### config.mk
export PLATFORM = sky130hd
export DESIGN_NAME = request_framer_text_normalizer
export DESIGN_NICKNAME = d
export VERILOG_FILES = /design/src/design/rftn_pkg.sv /design/src/design/rftn_parser.sv /design/src/design/rftn_outq.sv /design/src/design/request_framer_text_normalizer.sv
export SDC_FILE = /design/constraint.sdc
export NUM_CORES = 1
export LEC_CHECK = 0
export BUFFER_PORTS_ARGS = -buffer_cell sky130_fd_sc_hd__buf_4
export CAP_MARGIN = 30
export CORE_UTILIZATION = 58
export DETAILED_ROUTE_END_ITERATION = 7
export MAX_ROUTING_LAYER = met4
export PLACE_DENSITY = 0.84
export SLEW_MARGIN = 20
export SYNTH_ARGS = -nofsm -noshare
export SYNTH_HDL_FRONTEND = slang
export SYNTH_SLANG_ARGS = --single-unit
export TNS_END_PERCENT = 5
### constraint.sdc
create_clock -name i_clk -period 10.1 [get_ports i_clk]
set_input_delay 1.01 -clock i_clk [delete_from_list [all_inputs] [get_ports i_clk]]
set_output_delay 1.01 -clock i_clk [all_outputs]
set_load 0.005 [all_outputs]
### src/design/rftn_pkg.sv
`timescale 1ns / 1ps
// ----------------------------------------------------------------------------
// rftn_pkg
// Types, codes and character helpers for the request framer.
// ----------------------------------------------------------------------------
package rftn_pkg;

    localparam int HEADER_BYTES_DEF = 32;
    localparam int MAX_PAYLOAD_DEF  = 4096;

    // result queue
    localparam int OUTQ_DEPTH = 4;
    localparam int OUTQ_AW    = $clog2(OUTQ_DEPTH);
    localparam int OUTQ_CW    = $clog2(OUTQ_DEPTH + 1);

    localparam logic [1:0] OP_DATA     = 2'd0;
    localparam logic [1:0] OP_CLOSE    = 2'd1;
    localparam logic [1:0] OP_DEADLINE = 2'd2;
    localparam logic [1:0] OP_CONNECT  = 2'd3;

    localparam logic [2:0] RC_OK_STATUS    = 3'd0;
    localparam logic [2:0] RC_OK_NORMALIZE = 3'd1;
    localparam logic [2:0] RC_TIMEOUT      = 3'd2;
    localparam logic [2:0] RC_FRAME        = 3'd3;
    localparam logic [2:0] RC_LIMIT        = 3'd4;
    localparam logic [2:0] RC_COMMAND      = 3'd5;
    localparam logic [2:0] RC_TEXT         = 3'd6;
    localparam logic [2:0] RC_EXHAUSTED    = 3'd7;

    localparam logic KIND_TEXT  = 1'b0;
    localparam logic KIND_REPLY = 1'b1;

    localparam logic [7:0] CH_NL    = 8'h0A;
    localparam logic [7:0] CH_SPACE = 8'h20;
    localparam logic [7:0] CH_TILDE = 8'h7E;
    localparam logic [7:0] CH_DEL   = 8'h7F;
    localparam logic [7:0] CH_ZERO  = 8'h30;

    typedef enum logic [4:0] {
        PH_HEADER        = 5'b00001,
        PH_PAYLOAD       = 5'b00010,
        PH_END_STATUS    = 5'b00100,
        PH_END_NORMALIZE = 5'b01000,
        PH_DONE          = 5'b10000
    } t_phase;

    typedef enum logic [1:0] {
        PEND_NONE  = 2'd0,
        PEND_FRAME = 2'd1,
        PEND_LIMIT = 2'd2
    } t_pend;

    typedef struct packed {
        logic        kind;
        logic [7:0]  text;
        logic [2:0]  code;
        logic [63:0] count;
        logic [12:0] len;
        logic        last;
    } t_result;

    // results produced by one input beat, r0 goes out first
    typedef struct packed {
        logic [1:0] cnt;
        t_result    r0;
        t_result    r1;
    } t_push;

    function automatic logic [7:0] status_char(input logic [2:0] pos);
        logic [7:0] ch;
        unique case (pos)
            3'd0:    ch = "S";
            3'd1:    ch = "T";
            3'd2:    ch = "A";
            3'd3:    ch = "T";
            3'd4:    ch = "U";
            3'd5:    ch = "S";
            default: ch = 8'h00;
        endcase
        return ch;
    endfunction

    function automatic logic [7:0] normalize_char(input logic [3:0] pos);
        logic [7:0] ch;
        unique case (pos)
            4'd0:    ch = "N";
            4'd1:    ch = "O";
            4'd2:    ch = "R";
            4'd3:    ch = "M";
            4'd4:    ch = "A";
            4'd5:    ch = "L";
            4'd6:    ch = "I";
            4'd7:    ch = "Z";
            4'd8:    ch = "E";
            4'd9:    ch = " ";
            default: ch = 8'h00;
        endcase
        return ch;
    endfunction

    function automatic logic is_white(input logic [7:0] c);
        return (c == CH_SPACE) || (c >= 8'h09 && c <= 8'h0D);
    endfunction

endpackage

### src/design/rftn_parser.sv
`timescale 1ns / 1ps
// ----------------------------------------------------------------------------
// rftn_parser
// Connection state, header parse and payload normalization, one beat a cycle while i_accept is high.
// ----------------------------------------------------------------------------
module rftn_parser #(
    parameter int HEADER_BYTES = rftn_pkg::HEADER_BYTES_DEF,
    parameter int MAX_PAYLOAD  = rftn_pkg::MAX_PAYLOAD_DEF
) (
    input  logic            i_clk,
    input  logic            i_rst_n,
    input  logic            i_accept,
    input  logic [1:0]      i_opcode,
    input  logic [7:0]      i_data_byte,
    output rftn_pkg::t_push o_push
);

    localparam int HL_W  = $clog2(HEADER_BYTES);
    // a maximum below nine lets digits above it bypass the limit test; the count
    // then grows freely in 32 bits
    localparam int PL_W  = (MAX_PAYLOAD >= 9) ? $clog2(MAX_PAYLOAD + 1) : 32;
    localparam int PR_W  = (PL_W > 13) ? PL_W : 13;
    localparam int ACC_W = PL_W + 5;

    rftn_pkg::t_phase r_phase, n_phase;
    rftn_pkg::t_pend  r_pend, n_pend;
    logic [HL_W-1:0]  r_hlen, n_hlen;
    logic             r_st_ok, n_st_ok;
    logic             r_nm_ok, n_nm_ok;
    logic             r_digit, n_digit;
    logic [PL_W-1:0]  r_plen, n_plen;
    logic [PL_W-1:0]  r_prcv, n_prcv;
    logic [PR_W-1:0]  r_prod, n_prod;
    logic             r_space, n_space;
    logic             r_bad, n_bad;
    logic [63:0]      r_succ, n_succ;

    function automatic rftn_pkg::t_result mk_reply(input logic [2:0] code,
                                                   input logic [63:0] cnt,
                                                   input logic [12:0] len);
        rftn_pkg::t_result r;
        r.kind  = rftn_pkg::KIND_REPLY;
        r.text  = 8'h00;
        r.code  = code;
        r.count = cnt;
        r.len   = len;
        r.last  = 1'b1;
        return r;
    endfunction

    function automatic rftn_pkg::t_result mk_text(input logic [7:0] b, input logic last);
        rftn_pkg::t_result r;
        r       = '0;
        r.kind  = rftn_pkg::KIND_TEXT;
        r.text  = b;
        r.last  = last;
        return r;
    endfunction

    logic [7:0]       c;
    logic [7:0]       dig8;
    logic             is_digit;
    logic [ACC_W-1:0] acc;
    logic             over;
    logic [PL_W-1:0]  rcv_inc;
    logic [7:0]       lower;

    assign c        = i_data_byte;
    assign dig8     = c - rftn_pkg::CH_ZERO;
    assign is_digit = (dig8 <= 8'd9);
    assign acc      = ({5'd0, r_plen} << 3) + ({5'd0, r_plen} << 1)
                      + ACC_W'(dig8[3:0]);
    assign over     = (32'(dig8[3:0]) <= 32'(MAX_PAYLOAD))
                      && (acc > ACC_W'(MAX_PAYLOAD));
    assign rcv_inc  = r_prcv + PL_W'(1);
    assign lower    = (c >= "A" && c <= "Z") ? (c + 8'd32) : c;

    always_comb begin
        n_phase = r_phase;
        n_pend  = r_pend;
        n_hlen  = r_hlen;
        n_st_ok = r_st_ok;
        n_nm_ok = r_nm_ok;
        n_digit = r_digit;
        n_plen  = r_plen;
        n_prcv  = r_prcv;
        n_prod  = r_prod;
        n_space = r_space;
        n_bad   = r_bad;
        n_succ  = r_succ;
        o_push  = '0;

        if (i_accept) begin
            if (i_opcode == rftn_pkg::OP_CONNECT) begin
                n_phase = rftn_pkg::PH_HEADER;
                n_pend  = rftn_pkg::PEND_NONE;
                n_hlen  = '0;
                n_st_ok = 1'b1;
                n_nm_ok = 1'b1;
                n_digit = 1'b0;
                n_plen  = '0;
                n_prcv  = '0;
                n_prod  = '0;
                n_space = 1'b0;
                n_bad   = 1'b0;
            end else if (r_phase != rftn_pkg::PH_DONE) begin
                o_push.cnt = 2'd1;
                n_phase    = rftn_pkg::PH_DONE;
                priority if (i_opcode == rftn_pkg::OP_DEADLINE) begin
                    o_push.r0 = mk_reply(rftn_pkg::RC_TIMEOUT, r_succ, 13'd0);
                end else if (i_opcode == rftn_pkg::OP_CLOSE) begin
                    priority if (r_phase == rftn_pkg::PH_END_STATUS) begin
                        o_push.r0 = mk_reply(rftn_pkg::RC_OK_STATUS, r_succ, 13'd0);
                    end else if (r_phase == rftn_pkg::PH_END_NORMALIZE) begin
                        priority if (r_bad) begin
                            o_push.r0 = mk_reply(rftn_pkg::RC_TEXT, r_succ, 13'd0);
                        end else if (&r_succ) begin
                            o_push.r0 = mk_reply(rftn_pkg::RC_EXHAUSTED, r_succ, 13'd0);
                        end else begin
                            n_succ    = r_succ + 64'd1;
                            o_push.r0 = mk_reply(rftn_pkg::RC_OK_NORMALIZE, n_succ,
                                                 r_prod[12:0]);
                        end
                    end else begin
                        o_push.r0 = mk_reply(rftn_pkg::RC_FRAME, r_succ, 13'd0);
                    end
                end else if (r_phase == rftn_pkg::PH_HEADER) begin
                    // header byte: gives no result unless it ends the request with a reply
                    o_push.cnt = 2'd0;
                    n_phase    = r_phase;
                    if (c == rftn_pkg::CH_NL) begin
                        priority if (r_st_ok && r_hlen == HL_W'(6)) begin
                            n_phase = rftn_pkg::PH_END_STATUS;
                        end else if (r_nm_ok && r_digit) begin
                            priority if (r_pend == rftn_pkg::PEND_FRAME) begin
                                o_push.cnt = 2'd1;
                                o_push.r0  = mk_reply(rftn_pkg::RC_FRAME, r_succ, 13'd0);
                                n_phase    = rftn_pkg::PH_DONE;
                            end else if (r_pend == rftn_pkg::PEND_LIMIT) begin
                                o_push.cnt = 2'd1;
                                o_push.r0  = mk_reply(rftn_pkg::RC_LIMIT, r_succ, 13'd0);
                                n_phase    = rftn_pkg::PH_DONE;
                            end else begin
                                n_phase = (r_plen != '0) ? rftn_pkg::PH_PAYLOAD
                                                         : rftn_pkg::PH_END_NORMALIZE;
                            end
                        end else begin
                            o_push.cnt = 2'd1;
                            o_push.r0  = mk_reply(rftn_pkg::RC_COMMAND, r_succ, 13'd0);
                            n_phase    = rftn_pkg::PH_DONE;
                        end
                    end else if (r_hlen >= HL_W'(HEADER_BYTES - 1)) begin
                        o_push.cnt = 2'd1;
                        o_push.r0  = mk_reply(rftn_pkg::RC_LIMIT, r_succ, 13'd0);
                        n_phase    = rftn_pkg::PH_DONE;
                    end else if (c < rftn_pkg::CH_SPACE || c > rftn_pkg::CH_TILDE) begin
                        o_push.cnt = 2'd1;
                        o_push.r0  = mk_reply(rftn_pkg::RC_FRAME, r_succ, 13'd0);
                        n_phase    = rftn_pkg::PH_DONE;
                    end else begin
                        if (!(r_hlen < HL_W'(6) && c == rftn_pkg::status_char(r_hlen[2:0])))
                            n_st_ok = 1'b0;
                        if (r_hlen < HL_W'(10)) begin
                            if (c != rftn_pkg::normalize_char(r_hlen[3:0]))
                                n_nm_ok = 1'b0;
                        end else if (r_nm_ok) begin
                            n_digit = 1'b1;
                            if (r_pend == rftn_pkg::PEND_NONE) begin
                                priority if (!is_digit) begin
                                    n_pend = rftn_pkg::PEND_FRAME;
                                end else if (over) begin
                                    n_pend = rftn_pkg::PEND_LIMIT;
                                end else begin
                                    n_plen = acc[PL_W-1:0];
                                end
                            end
                        end
                        n_hlen = r_hlen + HL_W'(1);
                    end
                end else if (r_phase == rftn_pkg::PH_PAYLOAD) begin
                    o_push.cnt = 2'd0;
                    n_prcv     = rcv_inc;
                    n_phase    = (rcv_inc >= r_plen) ? rftn_pkg::PH_END_NORMALIZE
                                                     : rftn_pkg::PH_PAYLOAD;
                    if (!r_bad) begin
                        priority if (rftn_pkg::is_white(c)) begin
                            if (r_prod != '0)
                                n_space = 1'b1;
                        end else if (c < rftn_pkg::CH_SPACE || c == rftn_pkg::CH_DEL) begin
                            n_bad = 1'b1;
                        end else if (r_space) begin
                            // held-back separator goes out ahead of the byte
                            o_push.cnt = 2'd2;
                            o_push.r0  = mk_text(rftn_pkg::CH_SPACE, 1'b0);
                            o_push.r1  = mk_text(lower, 1'b1);
                            n_prod     = r_prod + PR_W'(2);
                            n_space    = 1'b0;
                        end else begin
                            o_push.cnt = 2'd1;
                            o_push.r0  = mk_text(lower, 1'b1);
                            n_prod     = r_prod + PR_W'(1);
                        end
                    end
                end else begin
                    // data after a complete request
                    o_push.r0 = mk_reply(rftn_pkg::RC_FRAME, r_succ, 13'd0);
                end
            end
        end
    end

    always_ff @(posedge i_clk) begin
        if (!i_rst_n) begin
            r_phase <= rftn_pkg::PH_HEADER;
            r_pend  <= rftn_pkg::PEND_NONE;
            r_hlen  <= '0;
            r_st_ok <= 1'b1;
            r_nm_ok <= 1'b1;
            r_digit <= 1'b0;
            r_plen  <= '0;
            r_prcv  <= '0;
            r_prod  <= '0;
            r_space <= 1'b0;
            r_bad   <= 1'b0;
            r_succ  <= '0;
        end else begin
            r_phase <= n_phase;
            r_pend  <= n_pend;
            r_hlen  <= n_hlen;
            r_st_ok <= n_st_ok;
            r_nm_ok <= n_nm_ok;
            r_digit <= n_digit;
            r_plen  <= n_plen;
            r_prcv  <= n_prcv;
            r_prod  <= n_prod;
            r_space <= n_space;
            r_bad   <= n_bad;
            r_succ  <= n_succ;
        end
    end

endmodule

### src/design/rftn_outq.sv
`timescale 1ns / 1ps
// ----------------------------------------------------------------------------
// rftn_outq
// Result queue: takes up to two results a cycle, hands out one a cycle while i_pop is high.
// ----------------------------------------------------------------------------
module rftn_outq (
    input  logic              i_clk,
    input  logic              i_rst_n,
    input  rftn_pkg::t_push   i_push,
    input  logic              i_pop,
    output logic              o_full,
    output logic              o_valid,
    output rftn_pkg::t_result o_head
);

    rftn_pkg::t_result r_mem [rftn_pkg::OUTQ_DEPTH];

    logic [rftn_pkg::OUTQ_AW-1:0] r_wr, n_wr;
    logic [rftn_pkg::OUTQ_AW-1:0] r_rd, n_rd;
    logic [rftn_pkg::OUTQ_CW-1:0] r_cnt, n_cnt;
    logic [rftn_pkg::OUTQ_AW-1:0] wr_nxt;

    // room must be left for a two-result beat
    assign o_full  = (r_cnt > rftn_pkg::OUTQ_CW'(rftn_pkg::OUTQ_DEPTH - 2));
    assign o_valid = (r_cnt != '0);
    assign o_head  = r_mem[r_rd];
    assign wr_nxt  = r_wr + rftn_pkg::OUTQ_AW'(1);

    always_comb begin
        n_wr  = r_wr + rftn_pkg::OUTQ_AW'(i_push.cnt);
        n_rd  = r_rd + rftn_pkg::OUTQ_AW'(i_pop);
        n_cnt = r_cnt + rftn_pkg::OUTQ_CW'(i_push.cnt) - rftn_pkg::OUTQ_CW'(i_pop);
    end

    always_ff @(posedge i_clk) begin
        if (i_push.cnt != 2'd0)
            r_mem[r_wr] <= i_push.r0;
        if (i_push.cnt == 2'd2)
            r_mem[wr_nxt] <= i_push.r1;
    end

    always_ff @(posedge i_clk) begin
        if (!i_rst_n) begin
            r_wr  <= '0;
            r_rd  <= '0;
            r_cnt <= '0;
        end else begin
            r_wr  <= n_wr;
            r_rd  <= n_rd;
            r_cnt <= n_cnt;
        end
    end

endmodule

### src/design/request_framer_text_normalizer.sv
`timescale 1ns / 1ps
// ----------------------------------------------------------------------------
// request_framer_text_normalizer
// Per-connection request framer with streaming text normalization.
// ----------------------------------------------------------------------------
// Usage:
//   Input channel (i_valid / o_stall) carries one beat per cycle: an opcode
//   (data byte, peer close, deadline, new connection) and a data byte.
//   Output channel (o_valid / i_stall) carries normalized text bytes and the
//   final reply; o_last_item marks the last result caused by an input beat.
//   Throughput is one input beat per cycle while o_stall is low. A payload
//   byte that follows a collapsed whitespace run causes two results (space,
//   then byte); the four-entry result queue absorbs the extra result.
//   An accepted beat's results are written into the result queue.
//   o_stall rises when the queue cannot take a two-result beat, so under
//   sustained i_stall the input side stops after at most four results wait.
//   Reset (synchronous, active low) empties the queue, clears the success
//   counter and leaves the block as if a new connection had just opened.
//   Consumers drop streamed text when the final reply is an error.
// ----------------------------------------------------------------------------
module request_framer_text_normalizer #(
    parameter int HEADER_BYTES = rftn_pkg::HEADER_BYTES_DEF,
    parameter int MAX_PAYLOAD  = rftn_pkg::MAX_PAYLOAD_DEF
) (
    input  logic        i_clk,
    input  logic        i_rst_n,
    // input channel
    input  logic        i_valid,
    output logic        o_stall,
    input  logic [1:0]  i_opcode,
    input  logic [7:0]  i_data_byte,
    // output channel
    output logic        o_valid,
    input  logic        i_stall,
    output logic        o_item_kind,
    output logic [7:0]  o_text_byte,
    output logic [2:0]  o_reply_code,
    output logic [63:0] o_completed_count,
    output logic [12:0] o_output_length,
    output logic        o_last_item
);

    logic              in_accept;
    logic              q_full;
    logic              out_pop;
    rftn_pkg::t_push   push;
    rftn_pkg::t_result head;

    // stall comes from registered queue fill only, never from i_valid
    assign o_stall   = q_full;
    assign in_accept = i_valid && !q_full;
    assign out_pop   = o_valid && !i_stall;

    rftn_parser #(
        .HEADER_BYTES (HEADER_BYTES),
        .MAX_PAYLOAD  (MAX_PAYLOAD)
    ) u_parser (
        .i_clk       (i_clk),
        .i_rst_n     (i_rst_n),
        .i_accept    (in_accept),
        .i_opcode    (i_opcode),
        .i_data_byte (i_data_byte),
        .o_push      (push)
    );

    rftn_outq u_outq (
        .i_clk   (i_clk),
        .i_rst_n (i_rst_n),
        .i_push  (push),
        .i_pop   (out_pop),
        .o_full  (q_full),
        .o_valid (o_valid),
        .o_head  (head)
    );

    assign o_item_kind       = head.kind;
    assign o_text_byte       = head.text;
    assign o_reply_code      = head.code;
    assign o_completed_count = head.count;
    assign o_output_length   = head.len;
    assign o_last_item       = head.last;

endmodule

Yosys cells after proc, flatten, opt, wreduce, memory -nomap -nowiden:

Memories as Yosys holds them, arrays and structs flattened. A register that Yosys moved wholly into a read port is not among the register bits.
Cells that the tools add are included.

* register bits: 127
* latch bits: 0
* bits in writable memories: 360
* bits in read-only memories: 112
* input port bits: 14
* output and inout bits: 92
* memories: 2

* $add $sub $neg: 14
* multipliers: 0
* divide/modulo/power cells: 0
* magnitude comparators: 13
* equal/unequal tests: 38
* shifts and indexed selects: 0
* muxes and demuxes: 171
* bitwise gates (word level): 5
* reduce and logical (&&, ||, !) cells: 40

Memory list
* u_outq.r_mem: words 4, bits a word 90, read ports 1, clocked after memory_dff 1, wr ports 2, line rftn_outq.sv:16 `rftn_pkg::t_result r_mem [rftn_pkg::OUTQ_DEPTH];`
* (name not given): words 16, bits a word 7, read ports 1, clocked after memory_dff 1, wr ports 0, line rftn_pkg.sv:85 `unique case (pos)`

Operator list (number)
* two-way mux 182 bit: 6
* two-way mux 90 bit: 10
* two-way mux 92 bit: 7
* two-way mux 13 bit: 29
* two-way mux 91 bit: 2
* two-way mux 8 bit: 20
* two-way mux 5 bit: 21
* two-way mux 89 bit: 1
* two-way mux 81 bit: 1
* adder 64 x 1 -> 64 bit (second input constant): 1
* AND reduction 64 bit: 1
* two-way mux 1 bit: 52
* AND reduction 9 bit: 4
* two-way mux 2 bit: 17
* one-hot mux 7 bit (4 select lines): 1
* adder 13 x 1 -> 13 bit (second input constant): 2
* nonzero test 13 bit: 2
* inequality test 2 x 1 -> 1 bit (second input constant): 10
* AND reduction 10 bit: 2
* adder 18 x 4 -> 18 bit: 1
* > comparator 18 x 13 -> 1 bit (second input constant): 1
* nonzero test 2 bit: 9
* adder 16 x 14 -> 17 bit: 1
* less-or-equal comparator 8 x 4 -> 1 bit (second input constant): 2
* 53 further kinds: 78

Depth between registers and ports, before layout:

Gate-level depths: netlist of run 1.

* word-level depth: 23
* depth in mapped cells: 15

Hierarchy:

From an unflattened synthesis of run 1, not the netlist that was laid out.

* cell total of the unflattened synthesis: 2362
* area, all modules: 28596.2 um^2

Modules (own cells, without submodules)
* rftn_outq: times used 1, cells an instance 912, area an instance 17725.8 um^2, seq. area each 10950.5 um^2
* rftn_parser: times used 1, cells an instance 1448, area an instance 10842.9 um^2, seq. area each 2542.4 um^2
* request_framer_text_normalizer: times used 1, cells an instance 2, area an instance 27.5 um^2, seq. area each 0.0 um^2

Least setup slack after synthesis of run 1:

No wires, ideal clock.

* kind: input port to flip-flop
* start: input i_data_byte[1]
* end: memory u_outq.r_mem[3][0] in the netlist's numbering (enable)
* setup time: 312 ps
* arrival: 3616 ps
* required time: 9788 ps
* slack: 6172 ps
* cell stages on the path: 13
* buffers on the path: 3
* cells stage by stage: or4_1 -> nor4b_1 -> a31o_2 -> or2_2 -> nor3_1 -> nand3_1 -> nand2_1 -> inv_2 -> a21o_1 -> buf_2 -> clkbuf_1 -> clkbuf_1 -> nand2_1

RTL lines
* start, declared: line request_framer_text_normalizer.sv:31 `input logic [7:0] i_data_byte,`
* end, declared: line rftn_outq.sv:16

Worst setup path after layout of run 1:

* start: register u_parser.r_succ[0]
* end: register u_parser.r_succ[30]

* longest elaborated chain between the ends: 3
* elaborated cells between the ends (all ways): 4
* classes of those cells: add/sub (1); bitwise (1); reduce/logical (2)

Ends and longest elaborated chain
* start, declared: line rftn_parser.sv:36 `logic [63:0] r_succ, n_succ;`
* start signal, assigned: line rftn_parser.sv:238 `r_succ <= n_succ;`
* parallel branches: the longest is 3 deep, another holds adder 64 x 1 -> 64 bit

Several ways; the timed one is not identified.
A chain may end at the register's enable or synchronous reset.

==> flow_summary.yaml, run 1 <==
status:
  status: "finished, final reports clean"
timing:
  slew_headroom: 0.2882
  fin_skew_ps: 16.69
  fin_crit_sh: 0.4607
  worst_pin_slew_ps: 1057
  rsz0062_at_grt: "no"
  finalHoldViolations: 0
  fin_crit_ps: 4653
  fin_tns_setup_ps: 0
  max_freq_mhz: 214.9
  finalMaxSlewViolations: 0
  setup_viol: 0
logic_synthesis:
  ys_top_cells_by_area: "dfxtp_1, mux4_2, nand3_1"
  synth_edf_count: 36
  yosysWarnings: 0
  ys_types: 80
  ys_ff_latch: 494
  synth_top_area_share: 0.3717
  synth_most_common_cell: "dfxtp_1"
  yosys-top-cells-count: "dfxtp_1, nand3_1, o21ai_0"
  synth_async_sr_flop_share: 0
  synthFlopType: "dfxtp_1"
  synth_area_mm2: 0.02467
  synthCells: 2845
  synth_nets: 2914
  yosysTopAreaCell: "dfxtp_1"
  avgSynthCellArea_um2: 8.671
  yosysSeqAreaShare: 0.4155
power_and_ir_drop:
  leakagePower_nw: 9.811
  power_density_mw_per_mm2: 169.2
  ir_drop_uv: 178.7
layout:
  final_util: 0.6517
  fin_cells: 3402
  multiInputGateArea_mm2: 0.01350
  layout.nets: 2899
  regArea_mm2: 0.01026
  drive_gt1_frac: 0.1229
  diodes: 0
  area_delta_synth_final_pct: 10.81
  fillerInstances: 3261
clock_tree:
  clockBufferDepth: 3
  worstSkewPairLatency_ps: 600
  cts_hold_buf: 0
  cts_resized: 0
  cts_setup_buffers: 0
  cts-buffers-inserted: 49
  cts-root-buf: "clkbuf_16"
  h-tree-depth: 2
  clock-sinks: 494
  clk_pin_slew_worst_paths_ps: 60
  cts_tree: "done"
flow_run:
  cap_violations: 0
worst_setup_path:
  rr_worst_depth: 12
  r2r-end: "u_parser.r_succ[30]$_SDFFE_PN0P_"
  start_kind: "flop"
  cp-end-kind: "flop"
  r2r-start: "u_parser.r_succ[0]$_SDFFE_PN0P_"
  rrSetupSlack_ps: 5450
  path_max_fanout: 29
  crit_type: "flop to flop"
  critical_path_required_ps: 10600
  arrival_ps: 5150
placement:
  dp.final_hpwl_um: 45520
  dpl.cell_count: 3314
  gp_congestion: 0.9498
  port_buffers: 105
hold_path:
  hold_class: "flop to flop"
  whs_endpoint: "u_outq.r_mem[3][76]$_SDFFE_PP0P_"
  hp-start: "u_outq.r_mem[3][76]$_SDFFE_PP0P_"
  whs_path_depth: 2
detailed_routing:
  drt-initial-drc-count: 2686
  first_pass_iters: 5
  post_drt_wl_per_cell_um: 20.85
  drc: 0
  wirelength_um: 70930
  vias: 22290
  vias_per_cell: 6.552
  drtAntennaViolNets: 0
floorplanning:
  core_mm2: 0.04195
  initial_core_util: 0.5881
  dieHeight_um: 208.2
  die_x_um: 208.2
  ioPinCount: 106
  fp-row-count: 75
  dieArea_mm2: 0.04336
global_routing:
  grt_pass1_wl_um: 112700
  grt_pass1_vias: 21470
  track_usage: 0.3293
  grt-ovfl-total: 0
  grt_max_degree: 108
  antenna_found_initial: 0
[cell type report]
cell class,count,area share
repair buffers,144,0.04321
multi-input cells,2087,0.4937
flip-flops and latches,494,0.3752
well taps,539,0.02467
inverters,54,0.007506
clock buffers,67,0.05035
clock inverters,17,0.005401
[flip-flops by register name, summed over array words and instances, names as in the netlist, 2 cells and up, named ones only]
register          flops
u_outq.r_cnt          3
u_outq.r_wr           2
u_parser.r_phase      5
u_parser.r_hlen       5
u_outq.r_mem        360
u_parser.r_pend       2
u_parser.r_plen      13
u_parser.r_prcv      13
u_outq.r_rd           2
u_parser.r_prod      13
u_parser.r_succ      64
[worst max-delay path, cell delays in order (launching register included)]
cell and delay, ps:
dfxtp_1 430, ha_1 240, nand3_1 280, nor4_2 550
nand4_1 540, o211a_1 610, nand2_1 740, nor2_2 170
buf_4 330, nand2_1 230, nor3_1 100, xor2_1 150
and2_1 160
[per-layer routing]
metal,share of wire,GRT usage
met5,0,-
met2,0.48,0.5254
met3,0.087,0.05177
met4,0.030,0.1155
met1,0.41,0.4250
[layout by cell type (no fill, tap or decap), types with 22 or more instances in the layout]
master	count
a21boi_0	39
a21oi_1	86
and2_1	79
and3_1	24
buf_4	139
clkbuf_16	51
dfxtp_1	456
edfxtp_1	36
ha_1	52
inv_1	51
mux4_2	90
nand2_1	305
nand3_1	389
nand4_1	41
nor2_1	112
nor2b_1	36
nor3_1	64
nor4_1	22
o21ai_0	362
or3_1	46
xnor2_1	58
xor2_1	35
[per-stage QoR]
stage | setup WS, ps | instance area (um^2) | power, mW | hold slack [ps]
finish | 5447 | 27340 | 4.625 | 456.2
global route | 5189 | 27340 | 4.757 | 471.1
CTS | 5576 | 27230 | 4.595 | 455.3
detailed placement | 5195 | 25700 | 2.854 | 444.9
global placement | 5360 | 25680 | 2.830 | 437.2
floorplan | 6172 | 24670 | 2.589 | 418.3
[power by group]
part / switching (mW) / internal, mW
Clock: 0.773 / 1.00
Sequential: 0.0781 / 2.03
Combinational: 0.479 / 0.267
[how the worst max path moves through the flow]
stage                                          startpoint                          endpoint  slack, ps  cells after the start
after floorplan                            i_data_byte[1]      u_outq.r_mem[3][0]$_DFFE_PP_       6170                     13
after global placement                     i_data_byte[1]  u_outq.r_mem[3][41]$_SDFFE_PP0P_       5360                     12
after detailed placement                   i_data_byte[1]  u_outq.r_mem[3][72]$_SDFFE_PP0P_       5200                     12
after CTS                 u_parser.r_succ[0]$_SDFFE_PN0P_  u_parser.r_succ[30]$_SDFFE_PN0P_       5580                     12
after global routing      u_parser.r_succ[0]$_SDFFE_PN0P_  u_parser.r_succ[30]$_SDFFE_PN0P_       5190                     12
final                     u_parser.r_succ[0]$_SDFFE_PN0P_  u_parser.r_succ[30]$_SDFFE_PN0P_       5450                     12
[cell families after synthesis]
family / share of synthesized area
and+or+nand+nor: 0.2430
AOI/OAI and AO/OA: 0.1518
DFF: 0.4155
buffers and inverters: 0.04113
muxes: 0.08632
xor gates and xnor gates: 0.03302
adders and majority gates: 0.02921
Power figures use the tool's default switching activity.
==> run 2, diff against run 1 <==
--- a/config.mk
+++ b/config.mk
@@ -7,7 +7,7 @@
 export LEC_CHECK = 0
 export BUFFER_PORTS_ARGS = -buffer_cell sky130_fd_sc_hd__buf_4
 export CAP_MARGIN = 30
-export CORE_UTILIZATION = 58
+export CORE_UTILIZATION = 56
 export DETAILED_ROUTE_END_ITERATION = 7
 export MAX_ROUTING_LAYER = met4
 export PLACE_DENSITY = 0.84
==> constraint.sdc (replaced) <==
create_clock -name i_clk -period 3.79 [get_ports i_clk]
set_input_delay 0.379 -clock i_clk [delete_from_list [all_inputs] [get_ports i_clk]]
set_output_delay 0.379 -clock i_clk [all_outputs]
set_load 0.005 [all_outputs]
==> flow_summary.yaml, run 2 (synthesis results as in run 1) <==
layout:
  layout_common_cells: "dfxtp_1, nand3_1, o21ai_0, nand2_1, buf_4"
  area_delta_synth_final_pct: 14.08
  final_util: 0.6505
  layout_commonest_cell: "dfxtp_1"
  layout.nets: 2954
  diodes: 0
  drive_gt1_frac: 0.1490
  top_register: "u_outq.r_mem"
  fin_area_mm2: 0.02814
  top_regs: "u_outq.r_mem (360), u_parser.r_succ (64)"
  largest_reg_flops: 360
  fin_cells: 3505
detailed_routing:
  vias: 22600
  drc: 0
  vias_per_cell: 6.447
  post_drt_wl_per_cell_um: 20.34
  drt-initial-drc-count: 2654
  wirelength_um: 71280
  drtAntennaViolNets: 0
  first_pass_iters: 8
timing:
  slew_headroom: 0.4468
  fin_crit_sh: 0.9702
  fin_crit_ps: 3677
  holdWs_ps: 181.8
  max_freq_mhz: 271.9
  fin_skew_ps: 11.65
  worst_pin_slew_ps: 821.1
  fin_ws_ps: 112.8
  setup_viol: 0
  finalMaxSlewViolations: 0
  finalHoldViolations: 0
  fin_tns_setup_ps: 0
global_routing:
  track_usage: 0.3221
  grt_pass1_vias: 21750
  antenna_found_initial: 0
  grt_pass1_wl_um: 113200
  grt-ovfl-total: 0
  grt_max_degree: 145
floorplanning:
  core_mm2: 0.04327
  fp-row-count: 76
  ioPinCount: 106
  dieHeight_um: 211.9
  dieArea_mm2: 0.04490
  die_x_um: 211.9
  initial_core_util: 0.5702
power_and_ir_drop:
  leakagePower_nw: 10.18
  power.total_mw: 12.73
  ir_drop_uv: 466.3
  power_density_mw_per_mm2: 452.5
worst_setup_path:
  cp_slowest_cell: "or4_4"
  path_max_fanout: 10
  slowest_delay_ps: 550
  rr_worst_depth: 12
  r2r-end: "u_parser.r_plen[1]$_SDFFE_PN0P_"
  cp-end-kind: "flop"
  r2r-start: "u_parser.r_plen[2]$_SDFFE_PN0P_"
  crit_type: "flop to flop"
  rrSetupSlack_ps: 110
  start_kind: "flop"
  path_cells: "ha_2 > inv_1 > fa_1 > xor2_1 > or3_4 > a2111oi_4 > nand4_1 > or4_4 > o2bb2a_4 > nand3_1 > a22o_4 > a22o_1"
  critical_path_required_ps: 4250
  arrival_ps: 4140
status:
  status: "finished, final reports clean"
hold_path:
  whs_path_depth: 2
  hp-start: "i_data_byte[0]"
  whs_endpoint: "u_parser.r_plen[0]$_SDFFE_PN0P_"
  hold_class: "input pin to flop"
placement:
  placed_area_mm2: 0.02634
  port_buffers: 105
  gp_congestion: 0.9621
  dpl.cell_count: 3419
  dp.final_hpwl_um: 45380
  post-place-ws_ps: 14.87
clock_tree:
  cts-root-buf: "clkbuf_16"
  clk_pin_slew_worst_paths_ps: 60
  worstSkewPairLatency_ps: 580
  cts_tree: "done"
  clock-sinks: 494
  clockBufferDepth: 3
  cts-buffers-inserted: 48
  h-tree-depth: 2
  cts_hold_buf: 0
flow_run:
  cap_violations: 0
-- run 2: cell types whose count changed in the layout (fill, tap and decap cells not counted), moves of 5 or more --
cell      before  now
buf_12         0   11
ha_1          52   46
clkbuf_1      12    5
clkbuf_8       4    9
buf_4        139  189
buf_16         5    0
-- run 2: how the worst max path moves through the flow --
stage | slack, ps | cells past startpoint | start | endpoint
after detailed placement | 10 | 13 | u_parser.r_plen[2]$_SDFFE_PN0P_ | u_parser.r_plen[9]$_SDFFE_PN0P_
after global placement | 60 | 13 | u_parser.r_plen[2]$_SDFFE_PN0P_ | u_parser.r_plen[6]$_SDFFE_PN0P_
after CTS | 3 | 13 | u_parser.r_plen[2]$_SDFFE_PN0P_ | u_parser.r_plen[7]$_SDFFE_PN0P_
after floorplan | 240 | 14 | u_parser.r_plen[0]$_SDFFE_PN0P_ | u_parser.r_plen[0]$_SDFFE_PN0P_
after global routing | -10 | 12 | u_parser.r_plen[2]$_SDFFE_PN0P_ | u_parser.r_plen[8]$_SDFFE_PN0P_
final | 110 | 12 | u_parser.r_plen[2]$_SDFFE_PN0P_ | u_parser.r_plen[1]$_SDFFE_PN0P_
-- run 2: area by class of cell --
type / instances / area [um^2]
Timing Repair Buffer: 200 / 1639
Fill cell: 3290 / 15120
Clock inverter: 19 / 267.8
Clock buffer: 66 / 1444
Sequential cell: 494 / 10260
Tap cell: 585 / 732.0
Inverter: 54 / 205.2
Multi-Input combinational cell: 2087 / 13590
-- run 2: routing by layer --
| layer | GRT usage | up-vias | part of all wire |
|---|---|---|---|
| li1 | - | 10340 | - |
| met1 | 0.4036 | 10880 | 0.40 |
| met2 | 0.5211 | 1195 | 0.48 |
| met3 | 0.04895 | 191 | 0.089 |
| met4 | 0.1299 | 0 | 0.033 |
| met5 | - | - | 0 |
-- run 2: repair_timing --
action / CTS / global route
endpoints found under the setup margin: 0 / 16
setup buffers: 0 / 1
resized for setup: 0 / 18
-- run 2: worst max-delay path: cells and delay by family, from the launching register on --
family	cells	cell delay (ps)
simple gates	4	1220
compound gates	4	1140
fa+ha+maj	2	580
flops	1	370
xor+xnor	1	190
buf+inv	1	60
-- run 2: power by group --
| part | internal, mW | leakage (nW) | switching [mW] |
|---|---|---|---|
| registers | 5.40 | 4.05 | 0.191 |
| logic | 0.725 | 5.28 | 1.28 |
| clock network | 3.07 | 0.839 | 2.07 |
